File: src/sv/s2cdt_pkg.sv
package s2cdt_pkg;

    // Field widths
    localparam int SECS_W   = 32;
    localparam int YEAR_W   = 12;
    localparam int MONTH_W  = 4;
    localparam int DAY_W    = 5;
    localparam int HOUR_W   = 5;
    localparam int MINUTE_W = 6;
    localparam int SECOND_W = 6;

    // Whole days in a 32-bit count fit in 16 bits (at most 49710)
    localparam int DAYS_W    = 16;
    localparam int YOFF_W    = 8;
    localparam int CNT_W     = 4;
    localparam int DIVISOR_W = 17;

    localparam logic [DIVISOR_W-1:0] SECS_PER_DAY  = 17'd86400;
    localparam logic [DIVISOR_W-1:0] SECS_PER_HOUR = 17'd3600;
    localparam logic [DIVISOR_W-1:0] SECS_PER_MIN  = 17'd60;

    // Reciprocal division: drop the power-of-two factor of the divisor, then
    // multiply by ceil(2^sh / odd part) and keep the bits from sh upwards.
    // Exact because the rounding error times the largest operand stays below 2^sh.
    localparam int PRE_W   = 25;
    localparam int RECIP_W = 26;
    localparam int PROD_W  = PRE_W + RECIP_W;

    localparam int DAY_PRE_SH  = 7;    // 86400 = 675 * 2^7
    localparam int HOUR_PRE_SH = 4;    // 3600  = 225 * 2^4
    localparam int MIN_PRE_SH  = 2;    // 60    = 15  * 2^2

    localparam logic [RECIP_W-1:0] DAY_RECIP  = 26'd50903317;
    localparam logic [RECIP_W-1:0] HOUR_RECIP = 26'd9321;
    localparam logic [RECIP_W-1:0] MIN_RECIP  = 26'd1093;

    localparam int DAY_RECIP_SH  = 35;
    localparam int HOUR_RECIP_SH = 21;
    localparam int MIN_RECIP_SH  = 14;

    localparam logic [YEAR_W-1:0]  EPOCH_YEAR  = 12'd2000;
    // 2100 is the only century year in range; 2000 is a 400-year leap year
    localparam logic [YOFF_W-1:0]  CENTURY_OFF = 8'd100;
    localparam logic [MONTH_W-1:0] FEBRUARY    = 4'd1;
    localparam logic [MONTH_W-1:0] DECEMBER    = 4'd11;
    localparam logic [DAYS_W-1:0]  YEAR_DAYS   = 16'd365;
    localparam logic [DAYS_W-1:0]  LEAP_DAYS   = 16'd366;

    // Micro-operations
    typedef enum logic [2:0] {
        UOP_WAIT,
        UOP_DIV,
        UOP_YEAR,
        UOP_MONTH,
        UOP_EMIT
    } t_uop;

    // Divisor and destination of a division pass
    typedef enum logic [1:0] {
        DSEL_DAY,
        DSEL_HOUR,
        DSEL_MIN
    } t_dsel;

    typedef logic [2:0] t_step;

    localparam t_step STEP_WAIT     = 3'd0;
    localparam t_step STEP_DIV_DAY  = 3'd1;
    localparam t_step STEP_DIV_HOUR = 3'd2;
    localparam t_step STEP_DIV_MIN  = 3'd3;
    localparam t_step STEP_YEAR     = 3'd4;
    localparam t_step STEP_MONTH    = 3'd5;
    localparam t_step STEP_EMIT     = 3'd6;

    typedef struct packed {
        t_uop             op;
        t_dsel            dsel;
        logic [CNT_W-1:0] cnt_init;   // loop count loaded on leaving the step
        t_step            next;       // target once the step's condition holds
    } t_uword;

    // Microprogram ROM
    function automatic t_uword ucode(input t_step pc);
        t_uword w;
        unique case (pc)
            STEP_WAIT:     w = '{UOP_WAIT,  DSEL_DAY,  4'd1,  STEP_DIV_DAY};
            STEP_DIV_DAY:  w = '{UOP_DIV,   DSEL_DAY,  4'd1,  STEP_DIV_HOUR};
            STEP_DIV_HOUR: w = '{UOP_DIV,   DSEL_HOUR, 4'd1,  STEP_DIV_MIN};
            STEP_DIV_MIN:  w = '{UOP_DIV,   DSEL_MIN,  4'd0,  STEP_YEAR};
            STEP_YEAR:     w = '{UOP_YEAR,  DSEL_DAY,  4'd0,  STEP_MONTH};
            STEP_MONTH:    w = '{UOP_MONTH, DSEL_DAY,  4'd0,  STEP_EMIT};
            STEP_EMIT:     w = '{UOP_EMIT,  DSEL_DAY,  4'd0,  STEP_WAIT};
            default:       w = '{UOP_WAIT,  DSEL_DAY,  4'd1,  STEP_DIV_DAY};
        endcase
        return w;
    endfunction

    // Month length, February extended in leap years
    function automatic logic [DAY_W-1:0] month_len(input logic [MONTH_W-1:0] m,
                                                   input logic leap);
        logic [DAY_W-1:0] len;
        case (m)
            4'd1:                   len = leap ? 5'd29 : 5'd28;
            4'd3, 4'd5, 4'd8, 4'd10: len = 5'd30;
            default:                len = 5'd31;
        endcase
        return len;
    endfunction

endpackage

File: src/sv/seconds_to_calendar_date_time.sv
// Channel | Direction | Handshake                 | Payload
// input   | in        | i_in_valid / o_in_ready   | i_seconds_since_2000
// result  | out       | o_out_valid / i_out_ready | o_year o_month o_day o_hour o_minute o_second
//
// Each division forms the quotient from the reciprocal product, then the remainder; the year
// walk in the microprogram then goes one year per cycle, followed by the month walk.
// A new input is taken only in the wait step, after the previous result has been emitted.
// Reset returns the sequencer to its wait step and empties the result register.
// A waiting result does not block the next transfer in; only the emit step stalls on it.
module seconds_to_calendar_date_time
    import s2cdt_pkg::*;
(
    input  logic                i_clk,
    input  logic                i_rst_n,
    input  logic                i_in_valid,
    output logic                o_in_ready,
    input  logic [SECS_W-1:0]   i_seconds_since_2000,
    output logic                o_out_valid,
    input  logic                i_out_ready,
    output logic [YEAR_W-1:0]   o_year,
    output logic [MONTH_W-1:0]  o_month,
    output logic [DAY_W-1:0]    o_day,
    output logic [HOUR_W-1:0]   o_hour,
    output logic [MINUTE_W-1:0] o_minute,
    output logic [SECOND_W-1:0] o_second
);

    // Sequencer state
    t_step               r_pc,       n_pc;
    logic [CNT_W-1:0]    r_cnt,      n_cnt;

    // Datapath
    logic [SECS_W-1:0]   r_num,      n_num;      // running remainder of the divisions
    logic [DAYS_W-1:0]   r_quo,      n_quo;      // quotient of the current division
    logic [DAYS_W-1:0]   r_days,     n_days;     // days left to place
    logic [HOUR_W-1:0]   r_hour,     n_hour;
    logic [MINUTE_W-1:0] r_minute,   n_minute;
    logic [YOFF_W-1:0]   r_year_off, n_year_off; // years past the epoch
    logic [MONTH_W-1:0]  r_month,    n_month;    // zero-based

    // Result register
    logic                r_out_valid, n_out_valid;
    logic [YEAR_W-1:0]   r_year_o,   n_year_o;
    logic [MONTH_W-1:0]  r_month_o,  n_month_o;
    logic [DAY_W-1:0]    r_day_o,    n_day_o;
    logic [HOUR_W-1:0]   r_hour_o,   n_hour_o;
    logic [MINUTE_W-1:0] r_minute_o, n_minute_o;
    logic [SECOND_W-1:0] r_second_o, n_second_o;

    t_uword                 w_ctl;
    logic [DIVISOR_W-1:0]   w_divisor;
    logic [PRE_W-1:0]       w_recip_in;
    logic [RECIP_W-1:0]     w_recip_m;
    logic [PROD_W-1:0]      w_recip_prod;
    logic [DAYS_W-1:0]      w_recip_q;
    logic [SECS_W-1:0]      w_back;
    logic [SECS_W-1:0]      w_rem;
    logic                   w_leap;
    logic [DAYS_W-1:0]      w_ylen;
    logic [DAY_W-1:0]       w_mlen;

    assign w_ctl = ucode(r_pc);

    // Shared divider by reciprocal multiplication: the quotient is registered from the
    // product, then the remainder is formed from it
    always_comb begin
        case (w_ctl.dsel)
            DSEL_HOUR: begin
                w_divisor  = SECS_PER_HOUR;
                w_recip_in = r_num[HOUR_PRE_SH +: PRE_W];
                w_recip_m  = HOUR_RECIP;
            end
            DSEL_MIN: begin
                w_divisor  = SECS_PER_MIN;
                w_recip_in = r_num[MIN_PRE_SH +: PRE_W];
                w_recip_m  = MIN_RECIP;
            end
            default: begin
                w_divisor  = SECS_PER_DAY;
                w_recip_in = r_num[DAY_PRE_SH +: PRE_W];
                w_recip_m  = DAY_RECIP;
            end
        endcase
    end

    assign w_recip_prod = PROD_W'(w_recip_in) * PROD_W'(w_recip_m);

    always_comb begin
        case (w_ctl.dsel)
            DSEL_HOUR: w_recip_q = w_recip_prod[HOUR_RECIP_SH +: DAYS_W];
            DSEL_MIN:  w_recip_q = w_recip_prod[MIN_RECIP_SH +: DAYS_W];
            default:   w_recip_q = w_recip_prod[DAY_RECIP_SH +: DAYS_W];
        endcase
    end

    // Quotient times divisor never exceeds the dividend, so 32 bits hold it
    assign w_back = SECS_W'(r_quo) * SECS_W'(w_divisor);
    assign w_rem  = r_num - w_back;

    // Leap test on the year offset; exact over 2000..2199, which covers the range of a 32-bit count
    assign w_leap = (r_year_off[1:0] == 2'b00) && (r_year_off != CENTURY_OFF);
    assign w_ylen = w_leap ? LEAP_DAYS : YEAR_DAYS;
    assign w_mlen = month_len(r_month, w_leap);

    always_comb begin
        n_pc        = r_pc;
        n_cnt       = r_cnt;
        n_num       = r_num;
        n_quo       = r_quo;
        n_days      = r_days;
        n_hour      = r_hour;
        n_minute    = r_minute;
        n_year_off  = r_year_off;
        n_month     = r_month;
        n_out_valid = r_out_valid;
        n_year_o    = r_year_o;
        n_month_o   = r_month_o;
        n_day_o     = r_day_o;
        n_hour_o    = r_hour_o;
        n_minute_o  = r_minute_o;
        n_second_o  = r_second_o;

        // Drop the result once it has been taken
        if (r_out_valid && i_out_ready) begin
            n_out_valid = 1'b0;
        end

        case (w_ctl.op)
            UOP_WAIT: begin
                if (i_in_valid) begin
                    n_num      = i_seconds_since_2000;
                    n_cnt      = w_ctl.cnt_init;
                    n_year_off = '0;
                    n_month    = '0;
                    n_pc       = w_ctl.next;
                end
            end
            UOP_DIV: begin
                if (r_cnt != '0) begin
                    // Hold the quotient from the reciprocal product
                    n_quo = w_recip_q;
                    n_cnt = r_cnt - CNT_W'(1);
                end else begin
                    // Keep the remainder and place the quotient
                    n_num = w_rem;
                    n_cnt = w_ctl.cnt_init;
                    n_pc  = w_ctl.next;
                    case (w_ctl.dsel)
                        DSEL_HOUR: n_hour   = r_quo[HOUR_W-1:0];
                        DSEL_MIN:  n_minute = r_quo[MINUTE_W-1:0];
                        default:   n_days   = r_quo;
                    endcase
                end
            end
            UOP_YEAR: begin
                if (r_days < w_ylen) begin
                    n_pc = w_ctl.next;
                end else begin
                    n_days     = r_days - w_ylen;
                    n_year_off = r_year_off + YOFF_W'(1);
                end
            end
            UOP_MONTH: begin
                if ((r_month == DECEMBER) || (r_days < DAYS_W'(w_mlen))) begin
                    n_pc = w_ctl.next;
                end else begin
                    n_days  = r_days - DAYS_W'(w_mlen);
                    n_month = r_month + MONTH_W'(1);
                end
            end
            UOP_EMIT: begin
                // Hold here until the result register is free
                if (!r_out_valid || i_out_ready) begin
                    n_out_valid = 1'b1;
                    n_year_o    = EPOCH_YEAR + YEAR_W'(r_year_off);
                    n_month_o   = r_month + MONTH_W'(1);
                    n_day_o     = r_days[DAY_W-1:0] + DAY_W'(1);
                    n_hour_o    = r_hour;
                    n_minute_o  = r_minute;
                    n_second_o  = r_num[SECOND_W-1:0];
                    n_pc        = w_ctl.next;
                end
            end
            default: begin
                n_pc = STEP_WAIT;
            end
        endcase
    end

    always_ff @(posedge i_clk) begin
        if (!i_rst_n) begin
            r_pc        <= STEP_WAIT;
            r_cnt       <= '0;
            r_out_valid <= 1'b0;
        end else begin
            r_pc        <= n_pc;
            r_cnt       <= n_cnt;
            r_out_valid <= n_out_valid;
        end
    end

    always_ff @(posedge i_clk) begin
        r_num      <= n_num;
        r_quo      <= n_quo;
        r_days     <= n_days;
        r_hour     <= n_hour;
        r_minute   <= n_minute;
        r_year_off <= n_year_off;
        r_month    <= n_month;
        r_year_o   <= n_year_o;
        r_month_o  <= n_month_o;
        r_day_o    <= n_day_o;
        r_hour_o   <= n_hour_o;
        r_minute_o <= n_minute_o;
        r_second_o <= n_second_o;
    end

    assign o_in_ready  = (w_ctl.op == UOP_WAIT);
    assign o_out_valid = r_out_valid;
    assign o_year      = r_year_o;
    assign o_month     = r_month_o;
    assign o_day       = r_day_o;
    assign o_hour      = r_hour_o;
    assign o_minute    = r_minute_o;
    assign o_second    = r_second_o;

    // A transfer in starts the day division in its quotient cycle
    a_start: assert property (@(posedge i_clk) disable iff (!i_rst_n)
        (i_in_valid && o_in_ready) |=> (r_pc == STEP_DIV_DAY && r_cnt == CNT_W'(1)))
        else $error("input transfer did not start the day division");

    // Time of day is fully reduced before the calendar walk
    a_tod: assert property (@(posedge i_clk) disable iff (!i_rst_n)
        (r_pc == STEP_YEAR) |-> (r_hour < 5'd24 && r_minute < 6'd60 && r_num < 32'd60))
        else $error("time of day out of range after division");

    // The year walk leaves less than one year of days
    a_month_in: assert property (@(posedge i_clk) disable iff (!i_rst_n)
        (r_pc == STEP_MONTH) |-> (r_days < LEAP_DAYS))
        else $error("day count too large for month walk");

    // The emitted day lies inside its month
    a_emit: assert property (@(posedge i_clk) disable iff (!i_rst_n)
        (r_pc == STEP_EMIT) |-> (r_month <= DECEMBER && r_days < DAYS_W'(w_mlen)))
        else $error("day outside its month at emit");

endmodule

File: config.mk
export PLATFORM = sky130hd
export DESIGN_NAME = seconds_to_calendar_date_time
export DESIGN_NICKNAME = d
export VERILOG_FILES = /design/src/sv/s2cdt_pkg.sv /design/src/sv/seconds_to_calendar_date_time.sv
export SDC_FILE = /design/constraint.sdc
export NUM_CORES = 2
export LEC_CHECK = 0
export ABC_AREA = 1
export BUFFER_PORTS_ARGS = -buffer_cell sky130_fd_sc_hd__buf_4
export CORE_MARGIN = 2
export CORE_UTILIZATION = 50
export DETAILED_ROUTE_END_ITERATION = 8
export PLACE_DENSITY_LB_ADDON = 0.05
export REMOVE_ABC_BUFFERS = 1
export SETUP_SLACK_MARGIN = 0.4
export SLEW_MARGIN = 40
export SYNTH_ARGS = -nofsm -noshare
export SYNTH_HDL_FRONTEND = slang
export SYNTH_SLANG_ARGS = --single-unit
File: constraint.sdc
create_clock -name i_clk -period 9.9 [get_ports i_clk]
set_input_delay 0.99 -clock i_clk [delete_from_list [all_inputs] [get_ports i_clk]]
set_output_delay 0.99 -clock i_clk [all_outputs]
set_load 0.03 [all_outputs]
Yosys cells after proc, flatten, opt, wreduce, memory -nomap -nowiden
Cells that the tools add are included.
- bits of input ports: 36
- output and inout bits: 40
- flip-flop bits (word level): 133
- equal/unequal tests: 27
- order comparisons: 2
- reductions and logical operators: 24
- $add $sub $neg: 8
- $mul: 2
- mux-type cells: 34
- bitwise logic cells: 1
- operators by type and width (cell ; count):
    $pmux 12 s6 ; 1
    $mux 16 ; 4
    $mux 32 ; 2
    $pmux 32 s2 ; 1
    $pmux 26 s2 ; 1
    $mul 25x26->51 ; 1
    $pmux 25 s2 ; 1
    $pmux 16 s3 ; 1
    $pmux 17 s2 ; 1
    $mul 16x17->32 ; 1
    $pmux 16 s2 ; 1
    $sub 32x32->32 ; 1
    $lt 16x5->1 ; 1
    $lt 16x9->1 ; 1
    $mux 4 ; 4
    $mux 8 ; 2
    $ne 2x2->1 const B ; 8
    $pmux 4 s2 ; 2
    $pmux 8 s2 ; 1
    $sub 16x5->16 ; 1
    $sub 16x9->16 ; 1
    $mux 3 ; 5
    $pmux 3 s5 ; 1
    $reduce_and 3->1 ; 5
    other kinds (31) ; 50

Longest topological paths before layout
- depth in word-level cells: 8
- depth in mapped cells: 38
- gate-level depth less buffers: 37

Least setup slack after synthesis
OpenSTA, ideal clock, no wires.
- kind: reg-to-reg
- start point: register r_pc[2]
- end point: register r_quo[4] (data pin)
- period minus slack after synthesis: 7051 ps
- cell stages (with the launch flop): 30
- slack: 2849 ps
- arrival time: 6791 ps
- library setup time: 261 ps
- path through: dfxtp_1 -> inv_4 -> nand3_2 -> clkbuf_1 -> clkbuf_1 -> buf_1 -> nand2_1 -> fa_1 -> fa_1 -> fa_1 -> inv_1 -> fa_1 -> inv_1 -> fa_1 -> inv_1 -> fa_1 -> inv_1 -> fa_1 -> inv_1 -> ha_1 -> nand2_1 -> inv_1 -> a21boi_0 -> o21a_1 -> o21ai_0 -> a21oi_1 -> nand2_1 -> or2_2 -> nand3_1 -> nand3_1
- cells in the longest elaborated chain, start to end: 6
- elaborated cells on any way between the ends: 13
- those cells by class: mul: 1; eq/ne: 8; mux: 4
- RTL lines (what ; line ; text):
    start: declaration ; seconds_to_calendar_date_time.sv:29 ; t_step r_pc, n_pc;
    start signal: assignment ; seconds_to_calendar_date_time.sv:196 ; r_pc <= n_pc;
    $eq 3x3->1, or another cell as far along ; s2cdt_pkg.sv:85 ; unique case (pc)
    $pmux 12 s6 (*) ; s2cdt_pkg.sv:85 ;
    $eq 2x2->1 / $eq 2x1->1 (equally long branches) ; seconds_to_calendar_date_time.sv:67, seconds_to_calendar_date_time.sv:89 ;
    $pmux 25 s2 / $pmux 26 s2 (equally long branches) ; seconds_to_calendar_date_time.sv:67 ; case (w_ctl.dsel)
    $mul 25x26->51 ; seconds_to_calendar_date_time.sv:86 ; assign w_recip_prod = PROD_W'(w_recip_in) * PROD_W'(w_recip_m);
    $pmux 16 s2 (*) ; seconds_to_calendar_date_time.sv:89 ; case (w_ctl.dsel)
    via w_recip_q[4] ; seconds_to_calendar_date_time.sv:55 ; logic [DAYS_W-1:0] w_recip_q;
    end signal: assignment ; seconds_to_calendar_date_time.sv:204 ; r_quo <= n_quo;
    end: declaration ; seconds_to_calendar_date_time.sv:34 ; logic [DAYS_W-1:0] r_quo, n_quo;
Mark *: on every way through the listed nets, which the timed path passes. The rest lies on a longest branch.
A chain may end at the register's enable or synchronous reset.

Worst setup path in the final report
- start point: register r_pc[2]
- end point: register r_quo[10] (data pin)
The elaborated chain is that of the path after synthesis.

==> flow_metrics.env <==
export IMPL_outcome="completed"
export IMPL_skew_ns=0.0261
export IMPL_cts_sinks=132
export IMPL_clockBufferDepth=2
export IMPL_clock_latency_ns=0.50
export IMPL_yosysWarnings=0
export IMPL_synth_top_area_share_pct=30.4
export IMPL_synth_fa_ha_area_share_pct=50.3
export IMPL_netlist_top_cells_area="fa_1 30%, ha_1 20%, edfxtp_1 13%"
export IMPL_htreeDepth=4
export IMPL_io_pins=76
export IMPL_synth_top_family_by_area="adder cells"
export IMPL_overflow=0
export IMPL_nets=4375
export IMPL_grt_antenna_before_repair=1
export IMPL_start_util_pct=50.4
export IMPL_postCtsSetupRepairBufs=0
export IMPL_slowest_stage="fa_1"
export IMPL_crit_required_ns=10.13
export IMPL_place_congestion=0.965
export IMPL_syn_mean_instance_area_sq_um=8.40
export IMPL_diodes=0
export IMPL_crit_path_end_kind="register"
export IMPL_min_to="o_minute[0]$_DFFE_PP_"
export IMPL_finalCriticalPeriod_ns=8.77
export IMPL_period_share_pct=88.6
export IMPL_holdCritStartpoint="r_minute[0]$_DFFE_PP_"
export IMPL_most_common_layout_cells="949 x inv_1, 450 x ha_1, 430 x fa_1"
export IMPL_grt_pass1_vias=23800
export IMPL_cpPeakStageDelay_ns=0.57
export IMPL_routed_wl_microns=88800
export IMPL_hp_class="register to register"
export IMPL_cts_root_buf="clkbuf_16"
export IMPL_synthSimpleGateAreaFrac_pct=14.4
export IMPL_drt_pass1_iterations=5
export IMPL_syn_area_sq_um=28300
export IMPL_max_slew_margin_rel_pct=45.0
export IMPL_area_growth_pct=7.81
export IMPL_synth_mux_area_fraction_pct=0
export IMPL_synth_compound_area_share_pct=7.12
export IMPL_clk_transition_reported_paths_ns=0.07
export IMPL_synth_xor_area_share_pct=1.17
export IMPL_ys_types=54
export IMPL_rr_startpoint="r_pc[2]$_SDFFE_PN0P_"
export IMPL_grt_max_degree=47
export IMPL_port_buffer_count=75
export IMPL_drc_errors=0
export IMPL_synth_top_area_cell="fa_1"
export IMPL_worstMarginPinSlew_ns=0.822
export IMPL_hold_viol_final=0
export IMPL_final_common_cell="inv_1"
export IMPL_die_area_sq_um=58600
export IMPL_avgViaCountPerCell=5.29
export IMPL_cts_resized_gates=0
export IMPL_synth_edf_count=124
export IMPL_drt_iter0_markers=1298
export IMPL_worst_r2r_setup_slack_ns=1.13
export IMPL_core_area_sq_um=56200
export IMPL_rows=87
export IMPL_hold_buffers=0
export IMPL_slew_violations=0
export IMPL_reg2reg_to="r_quo[10]$_DFFE_PP_"
export IMPL_async_reset_ff_share_pct=0
export IMPL_rr_worst_depth=31
export IMPL_critPathMaxFanout=46
export IMPL_die_w_microns=242
export IMPL_hold_depth=0
export IMPL_dr_total_vias=22400
export IMPL_cts_tree="built"
export IMPL_path_class="register to register"
export IMPL_rsz0062_at_grt="no"
export IMPL_numCtsBuffers=17
export IMPL_ant_nets=0
export IMPL_start_kind="register"
export IMPL_grt_pass1_wl_microns=138000
export IMPL_dp_hpwl_microns=77700
export IMPL_setup_violations=0
export IMPL_cap_violations=0
export IMPL_gr_usage_all_layers_pct=31.3
export IMPL_synth_seq_cells=132
export IMPL_wl_per_cell_microns=21.0
export IMPL_tns_ns=0
export IMPL_ys_flop_type="edfxtp_1"
export IMPL_crit_arrival_ns=9.00
export IMPL_timing_fmax_mhz=114
export IMPL_seq_area_frac_synth_pct=13.7
export IMPL_die_y_microns=242
export IMPL_synthCells=3373
export IMPL_drive_above_1_share_pct=5.04
==> metrics by stage <==
stage / utilization [%] / area, sq um / setup WS (ns) / instances / hold WS [ns]
2_1_floorplan: - / 28200 / 1.97 / 3340 / 0.400
3_3_place_gp: 53.3 / 29900 / 0.971 / 4196 / 0.402
3_5_place_dp: 53.3 / 29900 / 1.22 / 4196 / 0.405
4_1_cts: 54.4 / 30500 / 1.17 / 4228 / 0.422
5_1_grt: 54.4 / 30500 / 0.625 / 4228 / 0.424
6_report: 54.4 / 30500 / 1.13 / 4228 / 0.421
==> registers in the layout, summed over array words and instances, names as in the netlist, 5 cells and up <==
signal	flops
o_day	5
o_hour	5
o_minute	6
o_second	6
o_year	11
r_days	16
r_hour	5
r_minute	6
r_num	32
r_quo	16
r_year_off	8
==> routing by layer <==
metal  up-vias  GRT usage (%)  wire [microns]
met5         -              0              10
met4         2           10.9            2950
met3       150           4.20            4180
met2       609           53.7           43800
met1     11100           40.6           37900
li1      10500              -               -
==> Yosys cell counts, types with 7 or more instances <==
cell type / n
inv_1: 949
ha_1: 450
fa_1: 430
nand2_1: 425
nor2_1: 308
nand3_1: 129
a21oi_1: 127
edfxtp_1: 124
o21ai_0: 112
clkbuf_1: 37
nor3_1: 24
xor2_1: 22
nand4_1: 20
o21bai_1: 20
a21o_1: 18
xnor2_1: 16
nand3b_1: 15
a31oi_1: 14
or2_2: 13
nor4_1: 11
o211ai_1: 10
o221ai_1: 9
a21boi_0: 8
dfxtp_1: 8
inv_2: 7
o21a_1: 7
==> worst max-delay path: cells and delay by family, from the launching register on <==
family,cells,cell delay (ns)
and+or+nand+nor,8,1.62
DFF,1,0.44
adders and majority gates,8,3.60
buffers and inverters,9,1.48
AOI/OAI and AO/OA,6,1.32
==> worst max path at each step <==
stage	from	end	slack, ns
floorplan	r_pc[1]$_SDFFE_PN0P_	r_quo[4]$_DFFE_PP_	1.97
global placement	r_pc[2]$_SDFFE_PN0P_	r_quo[3]$_DFFE_PP_	0.97
CTS	r_pc[1]$_SDFFE_PN0P_	r_quo[3]$_DFFE_PP_	1.17
detailed placement	r_pc[1]$_SDFFE_PN0P_	r_quo[3]$_DFFE_PP_	1.22
finish	r_pc[2]$_SDFFE_PN0P_	r_quo[10]$_DFFE_PP_	1.13
global route	r_pc[1]$_SDFFE_PN0P_	r_quo[3]$_DFFE_PP_	0.62
==> layout make-up <==
class,instances,area (sq um)
inverters,958,3600
fillers,5384,25600
flip-flops and latches,132,3880
repair buffers,100,751
well taps,756,946
multi-input cells,2250,20800
clock buffers,17,425
clock inverters,15,190
==> cells by family after synthesis <==
logic type | Yosys count
AO/OA/AOI/OAI | 350
XOR/XNOR | 38
adder cells (fa/ha/maj) | 880
buffers and inverters | 1004
flip-flops | 132
other | 2
AND/OR/NAND/NOR | 967
Power is not shown: default switching activity piles up to over one toggle a cycle in this logic, so the estimate is an artifact.
